## src/design/spa_pkg.sv

```systemverilog
// ----------------------------------------------------------------------------
// spa_pkg
// Shared sizes, link and metadata types for the slot pool allocator.
// ----------------------------------------------------------------------------
package spa_pkg;

	localparam int SLOTS = 64;
	localparam int IDX_W = $clog2(SLOTS);
	localparam int LINK_W = $clog2(SLOTS + 1);

	localparam int OP_W = 2;
	localparam int SLOT_W = 6;
	localparam int STATUS_W = 2;

	typedef enum logic [OP_W-1:0] {
		OP_RESET = 2'd0,
		OP_ALLOC = 2'd1,
		OP_FREE  = 2'd2,
		OP_NONE  = 2'd3
	} op_t;

	typedef enum logic [STATUS_W-1:0] {
		ST_OK         = 2'd0,
		ST_NOT_ACTIVE = 2'd1,
		ST_FULL       = 2'd2
	} status_t;

	typedef logic [LINK_W-1:0] link_t;

	localparam link_t NIL = LINK_W'(SLOTS);

	typedef struct packed {
		logic  active;
		logic  keep;
		link_t prev;
	} meta_t;

	localparam int META_W = $bits(meta_t);

	typedef struct packed {
		logic  clear;
		logic  a_re;
		link_t a_raddr;
		logic  a_we;
		link_t a_waddr;
		link_t a_wdata;
		logic  b_re;
		link_t b_raddr;
		logic  b_we;
		link_t b_waddr;
		meta_t b_wdata;
	} link_req_t;

endpackage

```

## src/design/slot_pool_allocator_lru_evict_top.sv

```systemverilog
// ----------------------------------------------------------------------------
// slot_pool_allocator_lru_evict_top
// Fixed slot pool: LIFO free list plus newest-to-oldest active list, with
// eviction of the oldest slot, unless it is kept, when the pool is exhausted.
// ----------------------------------------------------------------------------
// One word in, one word out. The block handles one word at a time, stepping
// through a short read-modify-write sequence on the next-link and metadata
// memories, each with one read and one write port. A free unlinks the slot
// from the active list and pushes it on the free list; an allocate that
// evicts does the same for the oldest slot before it allocates from the
// free list. A free of an inactive slot or an allocate refused for a kept
// oldest slot ends after its first read. Pool reset is immediate: per-slot
// written flags make every entry read as its reset value, so no clearing
// sweep is needed. The next word is accepted as soon as the sequence is
// back at rest, even while the previous result still waits on the output.
module slot_pool_allocator_lru_evict_top (
	input  logic                          clk,
	input  logic                          arst_n,
	input  logic                          in_valid,
	output logic                          in_ready,
	input  logic [spa_pkg::OP_W-1:0]      op,
	input  logic [spa_pkg::SLOT_W-1:0]    slot,
	input  logic                          keep,
	output logic                          out_valid,
	input  logic                          out_ready,
	output logic [spa_pkg::STATUS_W-1:0]  status,
	output logic [spa_pkg::SLOT_W-1:0]    granted_slot,
	output logic                          evicted,
	output logic [spa_pkg::SLOT_W-1:0]    evicted_slot
);

	typedef enum logic [3:0] {
		S_IDLE,
		S_EVCHK,
		S_RL1,
		S_RL2,
		S_RL3,
		S_AL0,
		S_AL1,
		S_AL2,
		S_RESP
	} state_t;

	state_t                          state_q;
	logic                            out_valid_q;
	spa_pkg::link_t                  free_head_q;
	spa_pkg::link_t                  newest_q;
	spa_pkg::link_t                  oldest_q;
	logic                            keep_q;
	logic                            ev_q;
	spa_pkg::link_t                  tgt_q;
	spa_pkg::link_t                  nxt_q;
	spa_pkg::link_t                  prv_q;
	spa_pkg::link_t                  nw_q;
	logic                            kn_q;
	spa_pkg::link_t                  gr_q;
	spa_pkg::status_t                st_q;
	spa_pkg::status_t                status_q;
	logic [spa_pkg::SLOT_W-1:0]      granted_q;
	logic                            evicted_q;
	logic [spa_pkg::SLOT_W-1:0]      evicted_slot_q;

	spa_pkg::link_req_t              req;
	spa_pkg::link_t                  a_rd;
	spa_pkg::meta_t                  b_rd;
	spa_pkg::link_t                  slot_l;
	logic                            slot_ok;
	logic                            release_ok;

	assign slot_l = spa_pkg::LINK_W'(slot);
	assign slot_ok = 32'(slot) < 32'(spa_pkg::SLOTS);
	assign release_ok = ev_q || b_rd.active;
	assign in_ready = (state_q == S_IDLE);

	spa_link_store u_store (
		.clk   (clk),
		.arst_n(arst_n),
		.req   (req),
		.a_rd  (a_rd),
		.b_rd  (b_rd)
	);

	always_comb begin
		req = '0;
		unique case (state_q)
			S_IDLE: begin
				if (in_valid) begin
					unique case (spa_pkg::op_t'(op))
						spa_pkg::OP_RESET: req.clear = 1'b1;
						spa_pkg::OP_ALLOC: begin
							if (free_head_q == spa_pkg::NIL
								&& oldest_q != spa_pkg::NIL) begin
								req.b_re = 1'b1;
								req.b_raddr = oldest_q;
							end
						end
						spa_pkg::OP_FREE: begin
							req.a_re = slot_ok;
							req.a_raddr = slot_l;
							req.b_re = slot_ok;
							req.b_raddr = slot_l;
						end
						spa_pkg::OP_NONE: ;
					endcase
				end
			end
			S_EVCHK: begin
				req.a_re = 1'b1;
				req.a_raddr = oldest_q;
				req.b_re = 1'b1;
				req.b_raddr = oldest_q;
			end
			S_RL1: begin
				if (release_ok) begin
					req.a_we = (b_rd.prev != spa_pkg::NIL);
					req.a_waddr = b_rd.prev;
					req.a_wdata = a_rd;
					req.b_re = (a_rd != spa_pkg::NIL);
					req.b_raddr = a_rd;
				end
			end
			S_RL2: begin
				req.b_we = 1'b1;
				req.b_waddr = nxt_q;
				req.b_wdata = '{active: 1'b1, keep: b_rd.keep, prev: prv_q};
			end
			S_RL3: begin
				req.a_we = 1'b1;
				req.a_waddr = tgt_q;
				req.a_wdata = free_head_q;
				req.b_we = 1'b1;
				req.b_waddr = tgt_q;
				req.b_wdata = '{active: 1'b0, keep: 1'b0, prev: spa_pkg::NIL};
			end
			S_AL0: begin
				req.a_re = 1'b1;
				req.a_raddr = free_head_q;
				req.b_re = (newest_q != spa_pkg::NIL);
				req.b_raddr = newest_q;
			end
			S_AL1: begin
				req.a_we = 1'b1;
				req.a_waddr = free_head_q;
				req.a_wdata = newest_q;
				req.b_we = 1'b1;
				req.b_waddr = free_head_q;
				req.b_wdata = '{active: 1'b1, keep: keep_q, prev: spa_pkg::NIL};
			end
			S_AL2: begin
				req.b_we = 1'b1;
				req.b_waddr = nw_q;
				req.b_wdata = '{active: 1'b1, keep: kn_q, prev: gr_q};
			end
			S_RESP: ;
			default: ;
		endcase
	end

	always_ff @(posedge clk or negedge arst_n) begin
		if (!arst_n) begin
			state_q <= S_IDLE;
			out_valid_q <= 1'b0;
			free_head_q <= '0;
			newest_q <= spa_pkg::NIL;
			oldest_q <= spa_pkg::NIL;
		end else begin
			if (out_valid_q && out_ready && state_q != S_RESP) begin
				out_valid_q <= 1'b0;
			end
			unique case (state_q)
				S_IDLE: begin
					if (in_valid) begin
						keep_q <= keep;
						ev_q <= 1'b0;
						gr_q <= '0;
						unique case (spa_pkg::op_t'(op))
							spa_pkg::OP_RESET: begin
								free_head_q <= '0;
								newest_q <= spa_pkg::NIL;
								oldest_q <= spa_pkg::NIL;
								st_q <= spa_pkg::ST_OK;
								state_q <= S_RESP;
							end
							spa_pkg::OP_ALLOC: begin
								if (free_head_q != spa_pkg::NIL) begin
									st_q <= spa_pkg::ST_OK;
									state_q <= S_AL0;
								end else if (oldest_q == spa_pkg::NIL) begin
									st_q <= spa_pkg::ST_FULL;
									state_q <= S_RESP;
								end else begin
									st_q <= spa_pkg::ST_OK;
									state_q <= S_EVCHK;
								end
							end
							spa_pkg::OP_FREE: begin
								tgt_q <= slot_l;
								if (slot_ok) begin
									st_q <= spa_pkg::ST_OK;
									state_q <= S_RL1;
								end else begin
									st_q <= spa_pkg::ST_NOT_ACTIVE;
									state_q <= S_RESP;
								end
							end
							spa_pkg::OP_NONE: begin
								st_q <= spa_pkg::ST_OK;
								state_q <= S_RESP;
							end
						endcase
					end
				end
				S_EVCHK: begin
					if (b_rd.keep) begin
						st_q <= spa_pkg::ST_FULL;
						state_q <= S_RESP;
					end else begin
						tgt_q <= oldest_q;
						ev_q <= 1'b1;
						state_q <= S_RL1;
					end
				end
				S_RL1: begin
					if (!release_ok) begin
						st_q <= spa_pkg::ST_NOT_ACTIVE;
						state_q <= S_RESP;
					end else begin
						nxt_q <= a_rd;
						prv_q <= b_rd.prev;
						if (b_rd.prev == spa_pkg::NIL) begin
							newest_q <= a_rd;
						end
						if (a_rd == spa_pkg::NIL) begin
							oldest_q <= b_rd.prev;
							state_q <= S_RL3;
						end else begin
							state_q <= S_RL2;
						end
					end
				end
				S_RL2: state_q <= S_RL3;
				S_RL3: begin
					free_head_q <= tgt_q;
					state_q <= ev_q ? S_AL0 : S_RESP;
				end
				S_AL0: state_q <= S_AL1;
				S_AL1: begin
					free_head_q <= a_rd;
					nw_q <= newest_q;
					kn_q <= b_rd.keep;
					gr_q <= free_head_q;
					newest_q <= free_head_q;
					if (newest_q == spa_pkg::NIL) begin
						oldest_q <= free_head_q;
						state_q <= S_RESP;
					end else begin
						state_q <= S_AL2;
					end
				end
				S_AL2: state_q <= S_RESP;
				S_RESP: begin
					if (!out_valid_q || out_ready) begin
						status_q <= st_q;
						granted_q <= spa_pkg::SLOT_W'(gr_q);
						evicted_q <= ev_q;
						evicted_slot_q <= ev_q ? spa_pkg::SLOT_W'(tgt_q) : '0;
						out_valid_q <= 1'b1;
						state_q <= S_IDLE;
					end
				end
				default: state_q <= S_IDLE;
			endcase
		end
	end

	assign out_valid = out_valid_q;
	assign status = status_q;
	assign granted_slot = granted_q;
	assign evicted = evicted_q;
	assign evicted_slot = evicted_slot_q;

	a_ends_agree: assert property (@(posedge clk) disable iff (!arst_n)
		(newest_q == spa_pkg::NIL) == (oldest_q == spa_pkg::NIL))
		else $error("active list ends disagree on emptiness");

	a_grant_has_free: assert property (@(posedge clk) disable iff (!arst_n)
		state_q == S_AL1 |-> free_head_q != spa_pkg::NIL)
		else $error("grant issued with empty free list");

	a_evict_ok: assert property (@(posedge clk) disable iff (!arst_n)
		out_valid_q && evicted_q |-> status_q == spa_pkg::ST_OK)
		else $error("eviction reported with error status");

	a_pool_reset: assert property (@(posedge clk) disable iff (!arst_n)
		in_valid && in_ready && spa_pkg::op_t'(op) == spa_pkg::OP_RESET |=>
		free_head_q == '0 && newest_q == spa_pkg::NIL && oldest_q == spa_pkg::NIL)
		else $error("pool reset did not restore list heads");

endmodule

```

## src/design/spa_ram.sv

```systemverilog
// ----------------------------------------------------------------------------
// spa_ram
// Generic single-write, single-read synchronous RAM with registered read.
// ----------------------------------------------------------------------------
module spa_ram #(
	parameter int WIDTH = 8,
	parameter int DEPTH = 64
) (
	input  logic                     clk,
	input  logic                     we,
	input  logic [$clog2(DEPTH)-1:0] waddr,
	input  logic [WIDTH-1:0]         wdata,
	input  logic                     re,
	input  logic [$clog2(DEPTH)-1:0] raddr,
	output logic [WIDTH-1:0]         rdata
);

	logic [WIDTH-1:0] mem [DEPTH];

	always_ff @(posedge clk) begin
		if (we) begin
			mem[waddr] <= wdata;
		end
		if (re) begin
			rdata <= mem[raddr];
		end
	end

endmodule

```

## src/design/spa_link_store.sv

```systemverilog
// ----------------------------------------------------------------------------
// spa_link_store
// Next-link memory and metadata memory (active, keep, prev-link), with
// per-entry written flags that make unwritten entries read as reset values.
// ----------------------------------------------------------------------------
module spa_link_store (
	input  logic                clk,
	input  logic                arst_n,
	input  spa_pkg::link_req_t  req,
	output spa_pkg::link_t      a_rd,
	output spa_pkg::meta_t      b_rd
);

	logic [spa_pkg::SLOTS-1:0]  wa_q;
	logic [spa_pkg::SLOTS-1:0]  wb_q;
	logic                       fa_s1;
	logic                       fb_s1;
	spa_pkg::link_t             a_rst_s1;
	spa_pkg::link_t             a_ram;
	logic [spa_pkg::META_W-1:0] b_ram;

	spa_ram #(
		.WIDTH(spa_pkg::LINK_W),
		.DEPTH(spa_pkg::SLOTS)
	) u_next_ram (
		.clk  (clk),
		.we   (req.a_we),
		.waddr(req.a_waddr[spa_pkg::IDX_W-1:0]),
		.wdata(req.a_wdata),
		.re   (req.a_re),
		.raddr(req.a_raddr[spa_pkg::IDX_W-1:0]),
		.rdata(a_ram)
	);

	spa_ram #(
		.WIDTH(spa_pkg::META_W),
		.DEPTH(spa_pkg::SLOTS)
	) u_meta_ram (
		.clk  (clk),
		.we   (req.b_we),
		.waddr(req.b_waddr[spa_pkg::IDX_W-1:0]),
		.wdata(req.b_wdata),
		.re   (req.b_re),
		.raddr(req.b_raddr[spa_pkg::IDX_W-1:0]),
		.rdata(b_ram)
	);

	always_ff @(posedge clk or negedge arst_n) begin
		if (!arst_n) begin
			wa_q <= '0;
			wb_q <= '0;
		end else if (req.clear) begin
			wa_q <= '0;
			wb_q <= '0;
		end else begin
			if (req.a_we) begin
				wa_q[req.a_waddr[spa_pkg::IDX_W-1:0]] <= 1'b1;
			end
			if (req.b_we) begin
				wb_q[req.b_waddr[spa_pkg::IDX_W-1:0]] <= 1'b1;
			end
		end
	end

	always_ff @(posedge clk) begin
		if (req.a_re) begin
			fa_s1 <= wa_q[req.a_raddr[spa_pkg::IDX_W-1:0]];
			a_rst_s1 <= req.a_raddr + spa_pkg::LINK_W'(1);
		end
		if (req.b_re) begin
			fb_s1 <= wb_q[req.b_raddr[spa_pkg::IDX_W-1:0]];
		end
	end

	assign a_rd = fa_s1 ? a_ram : a_rst_s1;
	assign b_rd = fb_s1 ? spa_pkg::meta_t'(b_ram)
		: spa_pkg::meta_t'{active: 1'b0, keep: 1'b0, prev: spa_pkg::NIL};

endmodule

```

## config.mk

```make
export PLATFORM = sky130hd
export DESIGN_NAME = slot_pool_allocator_lru_evict_top
export DESIGN_NICKNAME = d
export VERILOG_FILES = /design/src/design/spa_pkg.sv /design/src/design/slot_pool_allocator_lru_evict_top.sv /design/src/design/spa_ram.sv /design/src/design/spa_link_store.sv
export SDC_FILE = /design/constraint.sdc
export NUM_CORES = 2
export LEC_CHECK = 0
export BUFFER_PORTS_ARGS = -buffer_cell sky130_fd_sc_hd__buf_2
export CORE_MARGIN = 2
export CORE_UTILIZATION = 38
export CTS_BUF_LIST = sky130_fd_sc_hd__clkbuf_8 sky130_fd_sc_hd__clkbuf_16
export CTS_CLUSTER_DIAMETER = 40
export DETAILED_ROUTE_END_ITERATION = 6
export REMOVE_ABC_BUFFERS = 1
export SLEW_MARGIN = 5
export SYNTH_ARGS = -nofsm -noshare
export SYNTH_HDL_FRONTEND = slang
export SYNTH_SLANG_ARGS = --single-unit
```

## constraint.sdc

```tcl
create_clock -name clk -period 6 [get_ports clk]
set_clock_uncertainty 0.1 [all_clocks]
set_input_delay 1.2 -clock clk [delete_from_list [all_inputs] [get_ports clk]]
set_output_delay 1.2 -clock clk [all_outputs]
set_load 0.03 [all_outputs]
```

# After elaboration in Yosys (flattened, before gate mapping)
# Memory sizes are Yosys's and may differ from the RTL's. A register that Yosys moved wholly into a read port is not among the register bits.
# Cells that the tools add are included.
# word_totals
reg_bits,218
ramBits,1024
in_bits,13
out_inout_bits,17
mem_count,2
# op_classes
add_sub_neg,1
order_cmp,6
eq_ne,33
mux,72
n_bitwise,2
reduce_logical,31
# mem_list
memory,depth,width,read_ports,rd_ports_with_merged_regs,wr,line,text
u_store.u_meta_ram.mem,64,9,1,1,1,spa_ram.sv:18,logic [WIDTH-1:0] mem [DEPTH];
u_store.u_next_ram.mem,64,7,1,1,1,spa_ram.sv:18,
# op_table
op,count
2-to-1 mux 64 bit,4
bitwise OR 64 bit,2
2-to-1 mux 7 bit,14
case mux 17 bit (4 select lines),1
case mux 7 bit (3 select lines),3
case mux 15 bit (3 select lines),1
case mux 4 bit (9 select lines),1
== test 7 bit (second input constant),5
inequality test 7 bit (second input constant),5
2-to-1 mux 4 bit,8
case mux 8 bit (4 select lines),1
less-than comparator 6 x 7 -> 1 bit (second input constant),4
case mux 7 bit (2 select lines),2
2-to-1 mux 8 bit,3
case mux 8 bit (3 select lines),1
2-to-1 mux 23 bit,1
2-to-1 mux 9 bit,2
inequality test 2 bit (second input constant),9
== test 4 x 3 -> 1 bit (second input constant),4
case mux 8 bit (2 select lines),1
2-to-1 mux 1 bit,15
AND reduction 3 bit,5
AND reduction 5 bit,3
binary-select mux 1 bit (select 6 bit),2
28 further kinds,48

# Depth between registers and ports, before layout
# logic_depth
word_depth,11
mapped_depth,14

# Hierarchy
# Synthesis repeated with hierarchy kept, for this count alone.
# hier_totals
cells_unflattened,2817
hier_area_um2,51072.7
# by_module_without_submodules
module,n_inst,cells_each,area_per_inst_um2,seq_area_each_um2
spa_ram at u_store.u_meta_ram,1,1020,22679.3,17566.8
spa_ram at u_store.u_next_ram,1,827,17705.7,13663.1
spa_link_store,1,607,6447.4,3473.3
slot_pool_allocator_lru_evict_top,1,363,4240.3,2304.7

# Worst setup path after synthesis
# OpenSTA, ideal clock, no wires.
# synth_timing
path_type,reg2reg
from,reg state_q[0]
to,mem u_store.u_next_ram.mem[0][2] (netlist name) (data pin)
arrival_ps,4022
required_time_ps,5198
slack_ps,1176
stages_incl_launch_ff,8
n_path_buf,3
path_cell_list,dfrtp_1 -> buf_6 -> or4b_1 -> buf_2 -> inv_2 -> buf_6 -> nand2_1 -> o21ai_0
# synth_rtl
item,line,text
from (decl),slot_pool_allocator_lru_evict_top.sv:44,state_t state_q;
from (signal assigned),slot_pool_allocator_lru_evict_top.sv:244,state_q <= ev_q ? S_AL0 : S_RESP;
to (decl),spa_ram.sv:18,

# Worst setup path after layout
# layout_timing
from,reg state_q[1]
to,reg u_store.u_meta_ram.rdata[6] (read register of u_store.u_meta_ram.mem) (data pin)
# layout_between
elab_chain_len,2
# layout_lines
item,line,text
"== test 4 x 3 -> 1 bit, or another cell as far along",slot_pool_allocator_lru_evict_top.sv:85,unique case (state_q)
case mux 8 bit (4 select lines) *,slot_pool_allocator_lru_evict_top.sv:85,
to (decl),spa_ram.sv:15,output logic [WIDTH-1:0] rdata
# Mark *: on every way between the ends. The rest lies on a longest branch, timed or not.
# A chain may end at the register's enable or synchronous reset.

==> summary.md <==
| Metric | Value |
|---|---|
| Critical-path top delay cell | `nor3_1` |
| Reg2Reg Capture Point | `u_store.u_meta_ram.rdata[6]` |
| Synth Area in XOR/XNOR | `0.08515%` |
| Reg2reg start | `state_q[1]` |
| R2r worst-path depth | `11` |
| Starting Density | `38.39%` |
| Dpl cell area | `54000 um^2` |
| DP Cell Count | `5232` |
| Pwr Density | `412.2 nW/um^2` |
| Routed WL | `136.1 mm` |
| First-pass GRT wire length | `200.8 mm` |
| Worst Max-Slew Pin Slew | `1.313 ns` |
| HPWL Detailed | `84.90 mm` |
| CP endpoint kind | `register` |
| Fraction of layout cells with a size suffix above 1 | `14.71%` |
| Filler-free cell count of the finished design | `5522` |
| Post-CTS resize count | `0` |
| CTS Buf Count | `154` |
| CP required | `6.55 ns` |
| I/O pins | `30` |
| Hold WC Path Type | `register to register` |
| Antenna violations before repair | `9` |
| Largest family of logic cells by synthesized area | `simple AND/OR/NAND/NOR gates` |
| GPL Wtd Cong | `0.9013` |
| Logic pwr share | `17.4%` |
| Outcome | `finished clean` |
| Area taken by flip-flops and latches | `36950 um^2` |
| Initial DRC count | `3683` |
| Synth async-reset ratio | `12.26%` |
| DR pass1 iterations | `6` |
| Clk_lat worst skew | `0.78 ns` |
| Post-synthesis cell type count | `79` |
| Cell area after layout | `59360 um^2` |
| I/O Buffers | `29` |
| Number of synthesized register bits | `1256` |
| Yosys warns | `0` |
| RSZ-0062 raised after global routing | `false` |
| Syn Area/Cell | `14.63 um^2` |
| Number of flops mapped to enable cells by yosys | `1102` |
| Area Growth Syn to Fin | `15.41%` |
| Worst Setup Path Type | `register to register` |
| Residual DRC | `0` |
| Die ar. | `138300 um^2` |
| Fill cells | `11800` |
| Register area share after synthesis | `71.84%` |
| Clock share of power | `39.0%` |
| Worst EP arrival | `5.60 ns` |
| Rows | `134` |
| Max Fclk | `197.9 MHz` |
| CTS sink count | `1256` |
| Vias in the first global route | `29550` |
| Largest net degree at the start of global routing | `87` |
| Internal power | `17.28 mW` |
| Syn Inst Count | `3516` |
| Max-cap check violation count | `0` |
| CP most frequent cell | `buf_4` |
| Slew Viols, Final | `0` |
| Post-synthesis simple-gate area fraction | `10.29%` |
| Vias per cell | `5.534` |
| WHS Path Cells | `0` |
| Crit Path Max Fanout | `35` |
| Peak supply drop | `0.3073 mV` |
| Layout Nets | `3638` |
| Global-route usage over all layers | `19.61%` |
| Most used flip-flop cell after synthesis | `edfxtp_1` |
| Routed Antenna Nets | `0` |
| Worst hold start | `st_q[0]` |
| Worst-path clk slew | `0.06 ns` |
| Worst Setup Start Kind | `register` |
| Synth Area in Adders | `0.1216%` |
| Postcts setup bufs | `0` |
| Synth Area in Compound Gates | `6.179%` |
| CTS root buf | `clkbuf_16` |
| CTS H-tree lvls | `4` |
| Sequential power share | `43.6%` |
| Psw | `7.189 mW` |
| Relative slew slack | `12.15%` |
| Worst stage delay on the critical path | `0.76 ns` |
| Static leakage | `21.45 nW` |
| Switching Fraction | `29.38%` |
| Hold slack | `0.3135 ns` |
| CTS Hold Bufs | `0` |
| CTS max path bufs | `3` |
| Final setup fails | `0` |
| Crit share post-route | `84.20%` |
| Die Span X | `371.9 um` |
| Die Y | `371.9 um` |
| Gr ovfl total | `0` |
| Core box area | `134000 um^2` |
| WHS Endpoint | `status[0]` |
| Cell area after synthesis | `51430 um^2` |
| CTS tree | `yes` |
| Final min period | `5.052 ns` |
| Final hold vios | `0` |
| Multi-input logic area | `13510 um^2` |
| R2R Setup Slk | `0.95 ns` |
| Via count | `30560` |
| Post-synthesis mux area share | `9.269%` |
| CP cell instances | `buf_4 -> or4b_1 -> inv_2 -> a32oi_2 -> o211a_2 -> buf_4 -> nand2_1 -> a32oi_1 -> o2111ai_1 -> nor3_1 -> or4_1` |
| Wire per inst | `24.65 um` |
[per-stage QoR]
| step | worst slack, ns | util (%) | total power, mW | setup TNS [ns] |
|---|---|---|---|---|
| finish | 0.9478 | 44.31 | 24.47 | 0 |
| global route | 0.9550 | 44.31 | 25.28 | 0 |
| CTS | 1.052 | 44.31 | 24.55 | 0 |
| detailed placement | 0.5421 | 40.31 | 15.06 | 0 |
| global placement | 0.6622 | 40.31 | 15.02 | 0 |
| floorplan | -7.212 | - | 13.44 | -101.39 |
[critical path: cells and delay by family (launching register included)]
kind,cells,cell delay (ns)
simple gates,4,1.73
compound gates,4,1.67
flops,1,0.35
buf+inv,3,1.02
[worst max path at each step]
| stage | to | startpoint | depth (start not counted) |
|---|---|---|---|
| global placement | u_store.u_meta_ram.rdata[6] | op[0] | 12 |
| floorplan | u_store.fa_s1 | op[0] | 8 |
| global route | u_store.u_next_ram.mem[48][0] | state_q[0] | 7 |
| detailed placement | u_store.u_meta_ram.rdata[6] | op[0] | 12 |
| finish | u_store.u_meta_ram.rdata[6] | state_q[1] | 11 |
| CTS | u_store.u_meta_ram.rdata[6] | state_q[1] | 11 |
[final cells by class]
type	count	area share [%]
Timing Repair Buffer	148	2.059
Multi-Input combinational cell	2032	22.75
Antenna cell	1	0.004216
Clock inverter	124	2.203
Sequential cell	1256	62.24
Inverter	28	0.1855
Clock buffer	165	6.823
Tap cell	1768	3.727
[registers in the layout, summed over array words and instances (netlist names), 9 cells and up]
name / flops
u_store.u_next_ram.mem: 448
u_store.u_meta_ram.rdata: 9
u_store.wb_q: 64
u_store.u_meta_ram.mem: 576
u_store.wa_q: 64
[synth_stat cells (all sizes together) (34+ instances only)]
library cell | instances | area [um^2]
clkbuf | 77 | 289.0
nor3 | 49 | 306.6
nand2 | 547 | 2066
nand3 | 212 | 1066
mux2i | 312 | 3123
o21a | 135 | 1013
a21oi | 96 | 480.5
a32oi | 40 | 357.8
nor2 | 283 | 1079
o2111ai | 34 | 322.8
a22oi | 50 | 375.4
mux4 | 64 | 1441
buf | 123 | 740.7
edfxtp | 1102 | 33090
dfrtp | 152 | 3804
[cell usage in the layout (no fill, tap or decap), types with 30 or more instances in the layout]
cell,Yosys,layout
edfxtp_1,1102,1102
nand2_1,544,539
mux2i_1,312,312
nor2_1,282,282
nand3_1,211,211
clkbuf_16,0,158
dfrtp_1,152,152
o21a_1,135,135
buf_4,14,105
a21oi_1,96,93
mux4_2,64,64
a22oi_1,50,48
nor3_1,43,43
inv_1,25,41
a32oi_1,39,39
o2111ai_1,30,30
[power groups by stage]
stage               sequential [mW]  combinational, mW  clock [mW]
CTS                            10.7               4.25        9.65
detailed placement             10.8               4.23           0
floorplan                      10.8               2.68           0
global route                   10.7               4.56        10.0
finish                         10.7               4.26        9.54
global placement               10.8               4.19           0
[metal layers]
metal  part of all wire, %  global-route usage [%]
met1                    42                   27.21
met2                    47                   30.89
met3                   7.4                   3.663
met4                   2.9                   6.987
met5                 0.044                       0
[logic make-up (layout without fill, tap and decap cells)]
kind of cell               after synthesis  in the layout
DFF                                   1256           1256
and+or+nand+nor                       1192           1192
adders and majority gates                5              5
AOI/OAI and AO/OA                      436            436
xor gates and xnor gates                 5              5
muxes                                  394            394
buffers and inverters                  228            465
other                                    0              1
No activity file was read; power rests on OpenSTA's default activity.
